File: src/hw/rtl/blake2b_nonce_target_check_assert.svh
// Assertion macros for the nonce check RTL.
`ifndef BLAKE2B_NONCE_TARGET_CHECK_ASSERT_SVH
`define BLAKE2B_NONCE_TARGET_CHECK_ASSERT_SVH
// Implication checked on every rising edge, disabled in reset.
`define B2N_ASSERT_IMPL(label, clk, rst, ante, cons, msg) \
   label: assert property (@(posedge clk) disable iff (rst) (ante) |-> (cons)) else $error(msg);
// Next-cycle implication.
`define B2N_ASSERT_NEXT(label, clk, rst, ante, cons, msg) \
   label: assert property (@(posedge clk) disable iff (rst) (ante) |=> (cons)) else $error(msg);
`endif

File: src/hw/rtl/b2nc_pkg.sv
// ----------------------------------------------------------------------------
// b2nc_pkg
// Shared constants, types and functions of the BLAKE2b nonce target check.
// ----------------------------------------------------------------------------
package b2nc_pkg;

   localparam int HeaderWords = 10;
   localparam int Rounds      = 12;
   localparam int Stages      = Rounds * 4;   // one half G mix per stage
   localparam int NonceWord   = 4;

   localparam logic FUNC_LOAD  = 1'b0;
   localparam logic FUNC_CHECK = 1'b1;

   localparam logic [0:0] CSR_TARGET_SHIFT = 1'b0;

   localparam logic [63:0] PARAM_WORD = 64'h0000000001010020;

   typedef logic [63:0] word_type;
   typedef word_type [15:0] state_type;
   typedef word_type [15:0] msg_type;
   typedef logic [3:0] sel_type;

   localparam word_type [7:0] IV = '{
      64'h5be0cd19137e2179, 64'h1f83d9abfb41bd6b,
      64'h9b05688c2b3e6c1f, 64'h510e527fade682d1,
      64'ha54ff53a5f1d36f1, 64'h3c6ef372fe94f82b,
      64'hbb67ae8584caa73b, 64'h6a09e667f3bcc908};

   // message schedule, index [round%10][slot]
   localparam logic [9:0][15:0][3:0] SIGMA = '{
      '{4'd0,4'd13,4'd12,4'd3,4'd14,4'd9,4'd11,4'd15,4'd5,4'd1,4'd6,4'd7,4'd4,4'd8,4'd2,4'd10},
      '{4'd5,4'd10,4'd4,4'd1,4'd7,4'd13,4'd2,4'd12,4'd8,4'd0,4'd3,4'd11,4'd9,4'd14,4'd15,4'd6},
      '{4'd10,4'd2,4'd6,4'd8,4'd4,4'd15,4'd0,4'd5,4'd9,4'd3,4'd1,4'd12,4'd14,4'd7,4'd11,4'd13},
      '{4'd11,4'd8,4'd2,4'd9,4'd3,4'd6,4'd7,4'd0,4'd10,4'd4,4'd13,4'd14,4'd15,4'd1,4'd5,4'd12},
      '{4'd9,4'd1,4'd14,4'd15,4'd5,4'd7,4'd13,4'd4,4'd3,4'd8,4'd11,4'd0,4'd10,4'd6,4'd12,4'd2},
      '{4'd13,4'd3,4'd8,4'd6,4'd12,4'd11,4'd1,4'd14,4'd15,4'd10,4'd4,4'd2,4'd7,4'd5,4'd0,4'd9},
      '{4'd8,4'd15,4'd0,4'd4,4'd10,4'd5,4'd6,4'd2,4'd14,4'd11,4'd12,4'd13,4'd1,4'd3,4'd9,4'd7},
      '{4'd4,4'd9,4'd1,4'd7,4'd6,4'd3,4'd14,4'd10,4'd13,4'd15,4'd2,4'd5,4'd0,4'd12,4'd8,4'd11},
      '{4'd3,4'd5,4'd7,4'd11,4'd2,4'd0,4'd12,4'd1,4'd6,4'd13,4'd15,4'd9,4'd8,4'd4,4'd10,4'd14},
      '{4'd15,4'd14,4'd13,4'd12,4'd11,4'd10,4'd9,4'd8,4'd7,4'd6,4'd5,4'd4,4'd3,4'd2,4'd1,4'd0}};

   function automatic word_type rotr(word_type x, int n);
      return (x >> n) | (x << (64 - n));
   endfunction

   // first half of G rotates by 32 and 24, second half by 16 and 63
   function automatic logic [255:0] g_half(word_type a, word_type b, word_type c,
                                           word_type d, word_type x, logic second);
      word_type a1, b1, c1, d1;
      a1 = a + b + x;
      d1 = second ? rotr(d ^ a1, 16) : rotr(d ^ a1, 32);
      c1 = c + d1;
      b1 = second ? rotr(b ^ c1, 63) : rotr(b ^ c1, 24);
      return {a1, b1, c1, d1};
   endfunction

   function automatic word_type bswap(word_type x);
      word_type r;
      for (int i = 0; i < 8; i++) begin
         r[8*i +: 8] = x[8*(7-i) +: 8];
      end
      return r;
   endfunction

endpackage

File: src/hw/rtl/b2nc_compare.sv
// ----------------------------------------------------------------------------
// b2nc_compare
// Finalise digest and compare it, big-endian, with the shifted target.
// ----------------------------------------------------------------------------
module b2nc_compare (
   input  b2nc_pkg::state_type v,
   input  logic [7:0]         target_shift,
   output b2nc_pkg::word_type [3:0] digest,
   output logic               meets
);

   logic [255:0] dg_be, tgt;

   always_comb begin
      for (int i = 0; i < 4; i++) begin
         b2nc_pkg::word_type ivw;
         ivw = b2nc_pkg::IV[i];
         if (i == 0) ivw = ivw ^ b2nc_pkg::PARAM_WORD;
         digest[i] = ivw ^ v[i] ^ v[8+i];
         dg_be[255 - 64*i -: 64] = b2nc_pkg::bswap(digest[i]);
      end
      tgt   = {32'h0, {224{1'b1}}} >> target_shift;
      meets = dg_be <= tgt;
   end

endmodule

File: config.mk
export PLATFORM = sky130hd
export DESIGN_NAME = b2nc_compare
export DESIGN_NICKNAME = d
export VERILOG_FILES = /design/src/hw/rtl/blake2b_nonce_target_check_assert.svh /design/src/hw/rtl/b2nc_pkg.sv /design/src/hw/rtl/b2nc_compare.sv
export SDC_FILE = /design/constraint.sdc
export NUM_CORES = 1
export LEC_CHECK = 0
export BUFFER_PORTS_ARGS = -buffer_cell sky130_fd_sc_hd__buf_2
export CAP_MARGIN = 0
export CORE_AREA = 2 2 500 502
export DETAILED_ROUTE_END_ITERATION = 6
export DIE_AREA = 0 0 502 504
export PLACE_DENSITY = 0.3
export SETUP_SLACK_MARGIN = 0.4
export SLEW_MARGIN = 20
export SYNTH_ARGS = -nofsm -noshare
export SYNTH_HDL_FRONTEND = slang
export SYNTH_SLANG_ARGS = --single-unit
File: constraint.sdc
create_clock -name vclk -period 8.8
set_input_delay 0.88 -clock vclk [all_inputs]
set_output_delay 0.88 -clock vclk [all_outputs]
set_load 0.02 [all_outputs]
==> summary.txt <==
Detailed routing
  – Drt first pass iters: 7
  – Wire length per cell: 25.5 µm
  – DRT Wirelength: 138 mm
  – Routed via count: 13700
  – DR DRC count: 0
  – DR iter-0 viols: 538
  – Antenna Nets Post-Route: 0
  – Routed vias/inst: 2.54

Synthesis
  – Sequential element share of the synthesized area: 0%
  – Library cells used by synthesis: 54
  – Synth warn: 0
  – Synthesized cell area: 0.00913 mm²
  – Post-Syn Instances: 1239
  – Avg Cell Area, Syn: 7.37 µm²
  – Synthesized Nets: 2495

Layout
  – Share of layout cells above drive strength 1: 42.1%
  – Clkbuf count: 0
  – P&R area growth vs syn: 91.9%
  – Seq_cells: 0
  – Commonest non-fill, non-tap cell in the layout: buf_2
  – Register area: 0 µm²
  – Total Nets Final: 3265
  – Commonest non-fill, non-tap cells in the layout: buf_2, ha_1, xnor2_1

Place
  – Detailed placement HPWL: 131 mm
  – Gpl congestion: 0.756
  – Worst slack at placement: 1.49 ns
  – PortBufs: 777

Critical path
  – CP startpoint: target_shift[1]
  – Critical Path End Type: primary output
  – Worst EP required: 7.92 ns
  – Max Fanout on Critical Path: 17
  – Critical path arrival: 6.14 ns
  – CP Launch Type: primary input
  – Kind of critical path: primary input to primary output
  – Worst setup endpoint: meets

Timing
  – Final setup viols: 0
  – Worst-margin pin slew: 1.19 ns
  – Final slew viol count: 0
  – Endpoints failing hold: 0
  – Fmax: 142 MHz
  – Rel. slew slack: 20.2%
  – Min cycle time layout: 7.02 ns
  – Final worst slack: 1.78 ns
  – Fin crit share: 79.7%
  – Setup_tns: 0 ns
  – RSZ-0062 raised after global routing: no

CTS
  – Post-CTS Setup Inserts: 0
  – Hold buffers post-CTS: 0
  – Resized cells post-CTS: 0

Flow run
  – Max capacitance violation total: 0

Floorplanning
  – Die Height: 504 µm
  – Top Ports: 1289
  – Die Span X: 502 µm
  – Die area: 0.253 mm²
  – Core Area: 0.248 mm²
  – Row cnt: 183
  – Initial core utilization: 3.69%

GRT
  – First-pass GRT wire length: 163 mm
  – Largest net degree at the start of global routing: 45
  – Initial antenna violation count: 212
  – Vias in the first global route: 13100
  – Congestion Overflow GR: 0
  – GRT Total Usage: 10.4%

Min path
  – HP Class: primary input to primary output

Run status
  – Run status: completed
critical path, cell delays in order:
cell      delay [ns]
buf_2           0.27
or2_2           0.54
nor3_2          0.84
a21oi_1         0.18
ha_1            0.34
nand4_1         0.21
nor4_1          0.53
nand4_1         0.53
a31oi_1         0.83
nor4_1          0.24
o221ai_2        0.31
o31ai_1         0.13
buf_2           0.22
layout make-up:
type               instances  area (µm²)
fillers                29400      230000
multi-input cells       1174        8940
well taps               3330        4170
repair buffers           813        4160
diodes                    73         183
inverters                 20        75.1
routing by layer:
metal | part of all wire (%) | wire length (µm) | vias up | GRT usage, %
met5 | 0.32 | 448 | - | 0
met4 | 3.4 | 4690 | 78 | 1.54
met3 | 7.6 | 10500 | 270 | 2.78
met2 | 51 | 70800 | 900 | 20.1
met1 | 37 | 51600 | 6297 | 11.2
li1 | - | - | 6194 | -
synthesized netlist by cell type, types with 10 or more instances:
library cell | n | area (µm²)
nor3_1 | 17 | 85.1
nand2_1 | 109 | 409
nor4_1 | 22 | 138
ha_1 | 224 | 2800
xnor2_1 | 144 | 1260
a221oi_1 | 10 | 87.6
o21a_1 | 22 | 165
clkbuf_1 | 42 | 158
nand4_1 | 53 | 332
xor2_1 | 112 | 981
o21bai_1 | 11 | 82.6
a21oi_1 | 143 | 716
o21ai_0 | 77 | 385
a21o_1 | 26 | 195
a21boi_0 | 30 | 225
nor2_1 | 69 | 259
nand3_1 | 26 | 130
inv_1 | 19 | 71.3
kinds of logic (layout without fill, tap and decap cells):
group | after synthesis | in the layout | synth area share, %
compound gates | 357 | 357 | 23.8
simple gates | 337 | 337 | 18.3
xor+xnor | 256 | 256 | 24.6
fa+ha+maj | 224 | 224 | 30.7
buf+inv | 65 | 833 | 2.67
other cells | 0 | 73 | 0
worst min path at each step:
stage / from / end / slack (ns) / depth (start not counted)
floorplan: v[10] / digest[10] / 1.89 / 1
global placement: v[7] / digest[7] / 2.07 / 3
detailed placement: v[7] / digest[7] / 2.07 / 3
CTS: v[7] / digest[7] / 2.07 / 3
global route: v[7] / digest[7] / 2.07 / 3
finish: v[540] / digest[28] / 2.06 / 3
per-stage QoR:
| step | cells | hold slack, ns | cell area [µm²] | util [%] |
|---|---|---|---|---|
| floorplan | 1239 | 1.89 | 9130 | - |
| global placement | 5337 | 2.07 | 17300 | 7.00 |
| detailed placement | 5337 | 2.07 | 17300 | 7.00 |
| CTS | 5337 | 2.07 | 17300 | 7.00 |
| global route | 5368 | 2.07 | 17400 | 7.04 |
| finish | 5410 | 2.06 | 17500 | 7.08 |
